`config.mk`:
```
export PLATFORM = sky130hd
export DESIGN_NAME = kwm_front
export DESIGN_NICKNAME = d
export VERILOG_FILES = /design/src/rtl/kwm_pkg.sv /design/src/rtl/kwm_front.sv
export SDC_FILE = /design/constraint.sdc
export NUM_CORES = 1
export LEC_CHECK = 0
export BUFFER_PORTS_ARGS = -buffer_cell sky130_fd_sc_hd__buf_2
export CORE_MARGIN = 1.5
export CORE_UTILIZATION = 58
export CTS_BUF_LIST = sky130_fd_sc_hd__clkbuf_4 sky130_fd_sc_hd__clkbuf_8
export CTS_CLUSTER_DIAMETER = 40
export DETAILED_ROUTE_END_ITERATION = 8
export PLACE_DENSITY = 0.87
export SYNTH_ARGS = -nofsm -noshare
export SYNTH_HDL_FRONTEND = slang
export SYNTH_SLANG_ARGS = --single-unit
```
`constraint.sdc`:
```
create_clock -name aclk -period 7.7 [get_ports aclk]
set_input_delay 0.385 -clock aclk [delete_from_list [all_inputs] [get_ports aclk]]
set_output_delay 0.385 -clock aclk [all_outputs]
set_load 0.03 [all_outputs]
```
`src/rtl/kwm_pkg.sv`:
```
// types and codes shared by the k-way merge modules
// no dependencies
package kwm_pkg;
    typedef enum logic [1:0] {
        OP_APPEND = 2'd0,
        OP_TAKE   = 2'd1,
        OP_CLEAR  = 2'd2,
        OP_NONE   = 2'd3
    } op_t;
    typedef enum logic [1:0] {
        ST_OK        = 2'd0,
        ST_FULL      = 2'd1,
        ST_BAD_INDEX = 2'd2,
        ST_EMPTY     = 2'd3
    } status_t;
    typedef enum logic [2:0] {
        S_IDLE, S_APPEND, S_READ, S_SCAN, S_DONE
    } state_t;
    typedef struct packed {
        logic [1:0]  operation;
        logic [2:0]  list_index;
        logic [31:0] value;
    } item_t;
    localparam int CFG_LIST_COUNT = 0;
endpackage

```
`src/rtl/kwm_front.sv`:
```
// front part: accepts items into a two-entry queue
// depends on kwm_pkg
module kwm_front (
    input  logic           aclk,
    input  logic           aresetn,
    input  logic           in_valid,
    output logic           in_ready,
    input  kwm_pkg::item_t in_item,
    output logic           q_valid,
    input  logic           q_ready,
    output kwm_pkg::item_t q_item
);
    import kwm_pkg::*;
    item_t       buf_reg [2];
    logic        wp_reg, wp_next, rp_reg, rp_next;
    logic [1:0]  cnt_reg, cnt_next;
    logic        push, pop;

    assign in_ready = (cnt_reg != 2'd2);
    assign q_valid  = (cnt_reg != 2'd0);
    assign q_item   = buf_reg[rp_reg];
    assign push     = in_valid && in_ready;
    assign pop      = q_valid && q_ready;

    always_comb begin
        wp_next  = push ? ~wp_reg : wp_reg;
        rp_next  = pop ? ~rp_reg : rp_reg;
        cnt_next = cnt_reg + {1'b0, push} - {1'b0, pop};
    end

    always_ff @(posedge aclk) begin
        if (!aresetn) begin
            wp_reg  <= 1'b0;
            rp_reg  <= 1'b0;
            cnt_reg <= 2'd0;
        end else begin
            wp_reg  <= wp_next;
            rp_reg  <= rp_next;
            cnt_reg <= cnt_next;
        end
        if (push) begin
            buf_reg[wp_reg] <= in_item;
        end
    end
endmodule

```
After elaboration in Yosys (flattened, before gate mapping). Memories as Yosys holds them, arrays and structs flattened. A register that Yosys moved wholly into a read port is not among the register bits. Index checks and enable logic that the tools add are counted.

Register bits: 4. Logic and storage cells: 16. Output and inout bits: 39. Bits in writable memories: 74. Input port bits: 41. Memories: 1.

Memory list: buf_reg (words 2, width 37, read ports 1, clocked after memory_dff 1, wr ports 1, line kwm_front.sv:14) `item_t buf_reg [2];`.

Reductions and logical operators: 3. Equal/unequal tests: 1. Bitwise logic cells: 2. Muxes and demuxes: 4. Add/sub/neg operators: 2.

Operators with widths (count): two-way mux 1 bit (4); adder 2 x 1 -> 2 bit (1); logical AND 1 bit (2); != test 2 bit (second input constant) (1); NOT 1 bit (2); nonzero test 2 bit (1); subtractor 2 x 1 -> 2 bit (1).

Depth between registers and ports, before layout. Gate-level depths: netlist (run 1).

Depth in word-level cells: 4. Mapped depth: 8. Mapped depth without buffers: 8.

Worst setup path before layout (run 1). Ideal clock, no wire load.

Kind: register to register. Start: register cnt_reg[0]. End: memory buf_reg[0][0] (netlist bit) (enable). Required time: 7269 ps. Stages on the path, launching flop included: 4. Setup time: 431 ps. Arrival: 2411 ps. Slack: 4858 ps. Cells stage by stage: dfxtp_1 nand2b_1 nand2_1 nor2_1.

Word-level cells in the longest chain between the ends: 4.

Ends and longest elaborated chain: start: declaration (line kwm_front.sv:16) `logic [1:0] cnt_reg, cnt_next;`; start signal: assignment (line kwm_front.sv:39) `cnt_reg <= cnt_next;`; != test 2 bit (line kwm_front.sv:19) `assign in_ready = (cnt_reg != 2'd2);`; net in_ready (line kwm_front.sv:7) `output logic in_ready,`; logical AND 1 bit (line kwm_front.sv:22) `assign push = in_valid && in_ready;`; two-way mux 1 bit (line kwm_front.sv:41) `if (push) begin`; two-way mux 1 bit (not written as such) (line kwm_front.sv:42) `buf_reg[wp_reg] <= in_item;`; end: declaration (line kwm_front.sv:14).

The timed path passes the listed nets, and every way through them passes these cells.

==> metrics.txt, run 1 <==
fin nets 269; initial drt markers 83; power per cell area about 330 nW/um^2; clock transition at the registers of the reported paths ~0.08 ns; Buf/Inv on CP 2; FF-to-FF path depth 3; Placer Congestion roughly 0.65; sequential cell area fraction in the yosys report 76.0%; worst hold stages 1; Net Count, Synth 182; Final Hold Violating Endpoints 0; post-synth cell types 18; initial core utilization around 60%; most common cell after layout, fill and taps aside buf_2; Synth warnings 0; Pre-antenna DRT Iters 4; crit-path max FO 23; register area between 2000 and 2500 um^2; crit-path cells buf_4 > mux2_2 > buf_2; FILL cells 350; I/O pin cnt 80; clk sinks ~80; R2R Path End buf_reg[0][24]; Critical Path RT 7.32 ns; Critical Path Max Stage Delay 0.60 ns; width of the die 75.6 um; Fin Setup TNS 0 ns; number of diodes 0; CP Launch Type flip-flop; DR vias/cell approximately 5; max-slew headroom at the worst pin between 30% and 40%; drt drc 0; total gr overflow 0; WL/cell 15.0 um; first-pass GRT wire length approximately 6500 um; Post-Syn Area 3060 um^2; Hold EP buf_reg[0][0]; initial antenna violation count 0; htree depth 3; GRT Util Overall roughly 17%; Final Util 71.2%; Crit path max-delay family buffers and inverters; layout cell share with drive strength beyond 1 58.7%; Post-CTS Setup Inserts 0; Largest register FFs 74; Layout area overhead 19.0%; fin crit share a little under a third; Critical Path AT ~2.0 ns; setup violators final 0; Placed Area between 3000 and 4000 um^2; clk_skew just under 0.008 ns; TritonCTS clock tree done; RSZ-0062 raised after global routing no; Post-Route WL about 4500 um; DR vias approximately 1.5k; MaxCap Viol Count 0; Die H roughly 76 um; # resized after CTS 0; worst skew pair latency about 0.34 ns; Inserted Clock Buffers 9; Synth Area per Inst about 22 um^2; Max stage delay cell, worst path dfxtp_2; post-route ant nets 0; Max VDD drop around 0.22 mV; minimum clock period roughly 2.4 ns; Setup crit end kind output pin; Rows 26; slew of the pin with the lowest slew margin 1.05 ns; Final Cell Area around 3600 um^2; crit path kind reg -> out; vias in the first global route ~1.5k; fmax 423 MHz; core area just over 5000 um^2; Detail Placement HPWL 2970 um; Total Die Area 5710 um^2; Multi-input gate area around 670 um^2; outcome complete, no violations; pin count of the biggest net entering global routing 38; Post-CTS Hold Buffers 0; Hold/Removal Path Class in -> reg; FF-to-FF Start cnt_reg[0]; most frequent cells in the layout buf_2 (79), edfxtp_1 (74), mux2_4 (30), clkbuf_8 (9), mux2_2 (7); Final Max Tran Viols 0; Syn Inst Count approximately 140; min-delay src in_item[0]; number of synthesized register bits a little under 80; reg2reg setup slack between 5 and 6 ns; Port Buf Inserts 79; Max Buffers Root-to-Sink 2; Root Driver clkbuf_8; LEAKAGE approximately 1.4 nW
-- per-layer routing --
metal | up-vias | share of wire [%] | global-route usage (%)
met3 | 10 | 6.0 | 5.29
met1 | 720 | 40 | 18.3
met2 | 51 | 51 | 27.4
met5 | - | 0 | 0
li1 | 712 | - | -
met4 | 0 | 2.5 | 12.5
-- worst register-to-register path, cell delays in order, from the launching register on --
cell and delay (ns):
dfxtp_1 0.37, nand2b_1 0.15, nand2_1 0.14, nor2_4 0.81
-- through the flow --
| stage | cells | setup WS [ns] | total power, W | hold slack (ns) |
|---|---|---|---|---|
| 6_report | 300 | 5.34 | 0.00121 | 0.232 |
| 5_1_grt | 300 | 5.23 | 0.00127 | 0.212 |
| 4_1_cts | 300 | 5.30 | 0.00122 | 0.217 |
| 3_5_place_dp | 285 | 5.67 | 0.000984 | 0.526 |
| 3_3_place_gp | 285 | 5.70 | 0.000974 | 0.501 |
| 2_1_floorplan | 139 | 4.86 | 0.000907 | 0.455 |
-- report_power, final --
part	switching [W]	internal [W]	total, W
Sequential	0.0000301	0.000542	0.000572
Clock	0.000131	0.000111	0.000242
Combinational	0.000235	0.000161	0.000397
Total	0.000397	0.000814	0.00121
-- cell usage after synthesis --
cell type,n,area share [%]
o21a_1,1,0.25
mux2_2,7,2.6
nor2_1,1,0.12
edfxtp_1,74,73
and3_1,1,0.20
buf_12,3,2.0
ha_1,2,0.82
nand2b_1,2,0.41
and2_1,2,0.41
mux2i_1,1,0.33
mux2_4,30,15
buf_6,1,0.37
nand2_1,2,0.25
inv_1,1,0.12
nor2b_1,2,0.41
dfxtp_1,5,3.3
or2_2,1,0.20
xnor2_1,3,0.86
-- kinds of logic after synthesis --
group	count (synthesis)	share of synthesized area (%)
buffers and inverters	5	2.46
DFF	79	76.0
xor gates and xnor gates	3	0.860
muxes	38	17.6
and+or+nand+nor	11	2.01
adders and majority gates	2	0.819
AOI/OAI and AO/OA	1	0.246
-- worst max-delay path by stage --
stage                     startpoint             to  slack, ns  cells past startpoint
after global routing       flip-flop      q_item[1]       5.23                      3
after floorplan           cnt_reg[0]  buf_reg[0][0]       4.86                      3
after CTS                  flip-flop      q_item[1]       5.30                      3
after global placement     flip-flop      q_item[2]       5.70                      3
after detailed placement   flip-flop      q_item[1]       5.67                      3
final                      flip-flop     q_item[36]       5.34                      3
-- area by class of cell --
| type | instances | share of cell area [%] |
|---|---|---|
| Sequential cell | 79 | 63.9 |
| Multi-Input combinational cell | 55 | 18.4 |
| Timing Repair Buffer | 80 | 11.1 |
| Clock buffer | 9 | 3.40 |
| Tap cell | 70 | 2.41 |
| Clock inverter | 6 | 0.791 |
| Inverter | 1 | 0.103 |
(Power assumes the default switching activity.)
==> run 2, diff against run 1 <==
Settings changed: ABC_AREA set to 1, CORE_UTILIZATION 58 to 54, PLACE_DENSITY 0.87 to 0.81.
Clock period 7.7 ns to 2.24 ns, I/O delays scaled along.
==> run 2 against run 1 <==
  * Clock skew is 0.0012 ns lower
  * Worst setup slack worse by 4.8 ns
  * Routed wire length is 14% higher
  * Synthesized area is 0.20% higher
  * Die area is 7.3% higher
  * Combinational power grew to 3.8 times the previous value
  * Sequential power grew to 3.4 times the previous value
  * Utilization is 3.1 points higher
  * Critical path type unchanged
  * Highest routed layer unchanged
==> metrics.txt, run 2 <==
outcome complete, no violations; Final Hold Violating Endpoints 0 (unchanged); TritonCTS clock tree done; most frequent cells in the layout buf_2 (79), edfxtp_1 (74), dlygate4sd3_1 (37), mux2_4 (30); setup violators final 0 (unchanged); Buf/Inv on CP 2 (unchanged); R2R Path End cnt_reg[1]; CP Launch Type flip-flop; reg2reg setup slack 0.67 ns (-5.17 ns); power per cell area 1050 nW/um^2 (+220%); Detail Placement HPWL 3340 um (+12%); DR vias 1720 (+15%); layout cell share with drive strength beyond 1 48.2% (-10 points); Placed Area 3540 um^2 (+1.4%); Largest register FFs 74 (unchanged); main area contributors after synthesis edfxtp_1 (73%), mux2_4 (15%), dfxtp_1 (3.3%), mux2_2 (2.6%), buf_12 (2.0%); worst hold stages 3 (+2); clock transition at the registers of the reported paths 0.07 ns (about the same); worst skew pair latency 0.33 ns (about the same); core area 5470 um^2 (+7.2%); Crit path max-delay family buffers and inverters; number of diodes 0 (unchanged); minimum clock period ~1.7 ns; Max Buffers Root-to-Sink 2 (unchanged); drt drc 0 (unchanged); I/O pin cnt 80 (unchanged); fin crit share approximately 77%; Post-synth EDFFs 74 (unchanged); pin count of the biggest net entering global routing 33 (-13%); initial antenna violation count 0 (unchanged); htree depth 3 (unchanged); slew of the pin with the lowest slew margin 0.433 ns (-0.613 ns); first-pass GRT wire length 8520 um (+31%); Critical Path AT 1.61 ns (-0.37 ns); Non-Filler Instances 356 (+19%); Fin Setup TNS 0 ns (unchanged); Syn Inst Count 151 (+8.6%); RSZ-0062 raised after global routing no; most common cell in the netlist edfxtp_1; Post-Syn Area 3060 um^2 (+0.20%); Pre-antenna DRT Iters 4 (unchanged); Post-CTS Hold Buffers 37 (+37); Max VDD drop 0.800 mV (+270%); GRT Util Overall 18.8% (+2.0 points); width of the die 78.3 um (+3.6%); Critical Path RT 2.13 ns (-5.19 ns); DR vias/cell 4.83 (-2.9%); FF-to-FF Start cnt_reg[0]; Die H 78.3 um (+3.6%); Synth Area per Inst 20.3 um^2 (-7.8%); # resized after CTS 0 (unchanged); Critical Path Max Stage Delay 0.39 ns (-0.21 ns); crit-path cells buf_4 > mux2_2 > buf_2; MaxCap Viol Count 0 (unchanged); most common cell after layout, fill and taps aside buf_2; Rows 27 (+3.8%); sequential cell area fraction in the yosys report 75.8% (-0.16 points); post-route ant nets 0 (unchanged); clk sinks 79 (unchanged); DP Cell Count 303 (+6.3%); initial drt markers 123 (+48%); Main synth FF type edfxtp_1; share of the synthesized area in the top cell type 72.5% (-0.15 points); Synth warnings 0 (unchanged); Post-synth top cells edfxtp_1 (74), mux2_4 (30), nand2_1 (9); asr flop ratio synth 0% (unchanged); Root Driver clkbuf_8; Layout area overhead 32.9%; fmax around 580 MHz; crit-path max FO 24 (+4.3%); FF-to-FF path depth 10 (+7); min-delay src aresetn; number of synthesized register bits 79 (unchanged); initial core utilization 56.0% (-3.9 points); Max stage delay cell, worst path mux2_2; Hold/Removal Path Class in -> reg; Total Die Area 6130 um^2 (+7.3%); Port Buf Inserts 79 (unchanged); Hold EP cnt_reg[0]; Final Max Tran Viols 0 (unchanged); post-synth cell types 12 (-6); Inserted Clock Buffers 9 (unchanged); FILL cells 364 (+4.0%); max-slew headroom at the worst pin 71.2% (+41 points); WL/cell 14.5 um (-3.8%); Setup crit end kind output pin; total gr overflow 0 (unchanged); area leader, netlist edfxtp_1; LEAKAGE 1.65 nW (+15%); Net Count, Synth 194 (+6.6%); Post-CTS Setup Inserts 0 (unchanged); crit path kind reg -> out; Post-Route WL 5150 um (+14%); fin nets 322 (+20%); clk_skew 0.00650 ns (-0.00120 ns); vias in the first global route 1811 (+21%); Final Cell Area 4070 um^2 (+12%); Placer Congestion 0.800 (+23%)
-- run 2: cell types whose count changed after synthesis, sizes merged, moves of 3 or more --
| cell | delta |
|---|---|
| nand2 | +7 |
| nor2 | +7 |
| inv | +6 |
| nand3 | +3 |
| xnor2 | -3 |
-- run 2: layout make-up --
cell class | instances | area [um^2] | share of cell area [%]
flip-flops and latches | 79 | 2320 | 57.1
repair buffers | 121 | 816 | 20.0
multi-input cells | 61 | 651 | 16.0
clock buffers | 11 | 139 | 3.41
well taps | 72 | 90.1 | 2.21
inverters | 7 | 26.3 | 0.646
clock inverters | 5 | 25.0 | 0.615
-- run 2: tightest hold or removal path, delay by kind of cell --
family,cells,cell delay [ns]
buffers and inverters,2,0.16
AND/OR/NAND/NOR,1,0.06
-- run 2: worst max-delay path by stage --
| stage | end | start | depth (start not counted) |
|---|---|---|---|
| after CTS | q_item[36] | flip-flop | 3 |
| after detailed placement | cnt_reg[1] | cnt_reg[0] | 10 |
| final | q_item[36] | flip-flop | 3 |
| after global routing | q_item[36] | flip-flop | 3 |
| after floorplan | buf_reg[0][0] | cnt_reg[0] | 4 |
| after global placement | cnt_reg[1] | cnt_reg[0] | 10 |
-- run 2: cells by family (layout without fill, tap and decap cells) --
logic type	Yosys count	after routing	share of synthesized area, %
AND/OR/NAND/NOR	20	20	2.57
flip-flops	79	79	75.8
multiplexers	37	37	17.3
buffers and inverters	11	144	3.19
adder cells (fa/ha/maj)	2	2	0.817
AO/OA/AOI/OAI	2	2	0.327
-- run 2: power by group --
part           total (W)  leakage (nW)  internal, W  switching (W)
clock           0.000869        0.0850     0.000416       0.000453
combinational    0.00149         0.836     0.000591       0.000895
sequential       0.00194         0.733      0.00187      0.0000666
total            0.00429          1.65      0.00288        0.00141
-- run 2: metrics by stage --
stage                     hold WS [ns]  power (W)  utilization, %  setup slack, ns
final                           0.0167    0.00429            74.4            0.515
after global routing            0.0105    0.00449            74.4            0.421
after CTS                      0.00786    0.00434            74.4            0.482
after detailed placement         0.304    0.00342            64.6            0.681
after global placement           0.299    0.00338            64.6            0.768
after floorplan                  0.205    0.00311               -           0.0628
-- run 2: routing by layer --
metal / wire length, um / vias to the layer above / global-route usage (%) / part of all wire [%]
met2: 2750 / 55 / 31.7 / 53
met4: 132 / 0 / 10.4 / 2.6
met5: 0 / - / 0 / 0
met3: 213 / 15 / 3.72 / 4.1
met1: 2050 / 830 / 22.7 / 40
li1: - / 820 / - / -
==> run 3, diff against run 2 <==
Clock period 2.24 ns to 1.71 ns, I/O delays scaled along.
==> run 3 against run 2 <==
  * Combinational power grew 32%
  * Non-clock buffer count grew 2
  * Routed wire length grew 3.1%
  * Die area is the same
  * Total power grew 33%
  * Sequential power grew 33%
  * Clock-buffer cell count grew 2
  * Worst setup slack lost 0.41 ns
  * Clock power grew 33%
  * Critical path depth is the same
==> metrics.txt, run 3 (synthesis results as in run 2) <==
Hold/Removal Path Class in -> reg; LEAKAGE 1.66 nW (+0.69%); Psw 0.00186 W (+31%); Post-Route WL 5310 um (+3.1%); Combinational Power Share 34.5% (about the same); MaxCap Viol Count 0 (unchanged); fin nets 324 (+0.62%); CP Launch Type flip-flop; WHS 0.0696 ns (+0.0529 ns); Reg power frac 45.2% (about the same); GRT Util Overall 18.2% (-0.58 points); Inserted Clock Buffers 9 (unchanged); TritonCTS clock tree done; worst skew pair latency 0.33 ns (about the same); Layout area overhead 34.3%; Setup crit end kind output pin; Die H 78.3 um (unchanged); Pre-antenna DRT Iters 4 (unchanged); DR vias/cell 4.85 (+0.48%); Placed Area 3560 um^2 (+0.74%); initial core utilization 56.0% (unchanged); Total Die Area 6130 um^2 (unchanged); pin count of the biggest net entering global routing 26 (-21%); Rows 27 (unchanged); Max Buffers Root-to-Sink 2 (unchanged); power per cell area 1390 nW/um^2 (+31%); number of diodes 0 (unchanged); Net Sw Frac 32.6% (-0.42 points); Final Cell Area 4110 um^2 (+1.0%); most frequent cells in the layout buf_2 (79), edfxtp_1 (74), dlygate4sd3_1 (38), mux2_4 (30), clkbuf_8 (9); crit path kind reg -> out; max-slew headroom at the worst pin 77.4% (+6.3 points); Post-CTS Setup Inserts 0 (unchanged); DR vias 1738 (+1.0%); vias in the first global route 1830 (+1.0%); total gr overflow 0 (unchanged); Final Max Tran Viols 0 (unchanged); outcome complete, no violations; I/O pin cnt 80 (unchanged); fin crit share a little over nine tenths; drt drc 0 (unchanged); width of the die 78.3 um (unchanged); Largest register FFs 74 (unchanged); WL/cell 14.8 um (+2.5%); Final Hold Violating Endpoints 0 (unchanged); RSZ-0062 raised after global routing no; Root Driver clkbuf_8; Fin Setup TNS 0 ns (unchanged); most common cell after layout, fill and taps aside buf_2; Placer Congestion 0.777 (-2.9%); Port Buf Inserts 79 (unchanged); htree depth 3 (unchanged); clk sinks 79 (unchanged); layout cell share with drive strength beyond 1 49.3% (+1.1 points); Max VDD drop 0.956 mV (+20%); fmax approximately 620 MHz; first-pass GRT wire length 8070 um (-5.3%); clock transition at the registers of the reported paths 0.07 ns (about the same); initial drt markers 80 (-35%); Critical Path AT 1.52 ns (-0.09 ns); Critical Path RT 1.62 ns (-0.51 ns); minimum clock period approximately 1.6 ns; clock power share 20.3% (about the same); Internal 0.00385 W (+34%); clk_skew 0.00608 ns (-0.000420 ns); slew of the pin with the lowest slew margin 0.339 ns (-0.0938 ns); post-route ant nets 0 (unchanged); Detail Placement HPWL 3470 um (+3.7%); core area 5470 um^2 (unchanged); crit-path max FO 17 (-29%); setup violators final 0 (unchanged); initial antenna violation count 0 (unchanged)
==> run 3: cell count changes in the layout (fill, tap and decap cells not counted), sizes merged <==
cell,change
buf,+1
clkinv,-1
dlygate4sd3,+1
inv,-1
clkbuf,+2
==> run 3: critical path, cell delays in order (launching register included) <==
cell     delay [ns]
dfxtp_4        0.46
buf_12         0.20
mux2_2         0.35
buf_2          0.18
==> run 3: layer usage <==
metal	GRT usage (%)	share of wire, %
met4	7.86	2.0
met1	19.8	40
met5	0	0
met2	32.6	53
met3	5.70	4.9
==> run 3: through the flow <==
stage | utilization, % | setup WS, ns | instances | power [W]
3_5_place_dp | 65.1 | 0.125 | 304 | 0.00453
2_1_floorplan | - | 0.0158 | 151 | 0.00408
3_3_place_gp | 65.1 | 0.270 | 304 | 0.00447
6_report | 75.1 | 0.106 | 358 | 0.00570
5_1_grt | 75.1 | 0.0123 | 358 | 0.00596
4_1_cts | 75.1 | 0.0727 | 358 | 0.00575
==> run 3: layout make-up <==
type | instances | area (um^2)
clock buffer | 13 | 154
clock inverter | 3 | 13.8
fill | 369 | 1360
inverter | 7 | 30.0
multi-input combinational | 61 | 653
sequential | 79 | 2330
tap | 72 | 90.1
timing repair buffer | 123 | 846
==> run 3: power groups by stage <==
stage / Sequential, W / Clock [W] / Combinational, W
2_1_floorplan: 0.00256 / 0 / 0.00152
3_3_place_gp: 0.00260 / 0 / 0.00187
3_5_place_dp: 0.00262 / 0 / 0.00191
4_1_cts: 0.00258 / 0.00119 / 0.00198
5_1_grt: 0.00260 / 0.00127 / 0.00208
6_report: 0.00258 / 0.00116 / 0.00197
==> run 3: final timing paths <==
path,startpoint,end,slack [ns],cells past startpoint
worst max-delay path,flip-flop,q_item[3],0.11,3
worst max register to register,cnt_reg[0],cnt_reg[1],0.12,10
worst min-delay path,in_valid,wp_reg,0.07,3
worst min register to register,rp_reg,flip-flop,0.54,2
==> run 3: repair_timing <==
item,CTS,global route
hold buffers,38,0
endpoints found under the setup margin,4,0
endpoints found under the hold margin,76,0
gates resized for setup,1,0
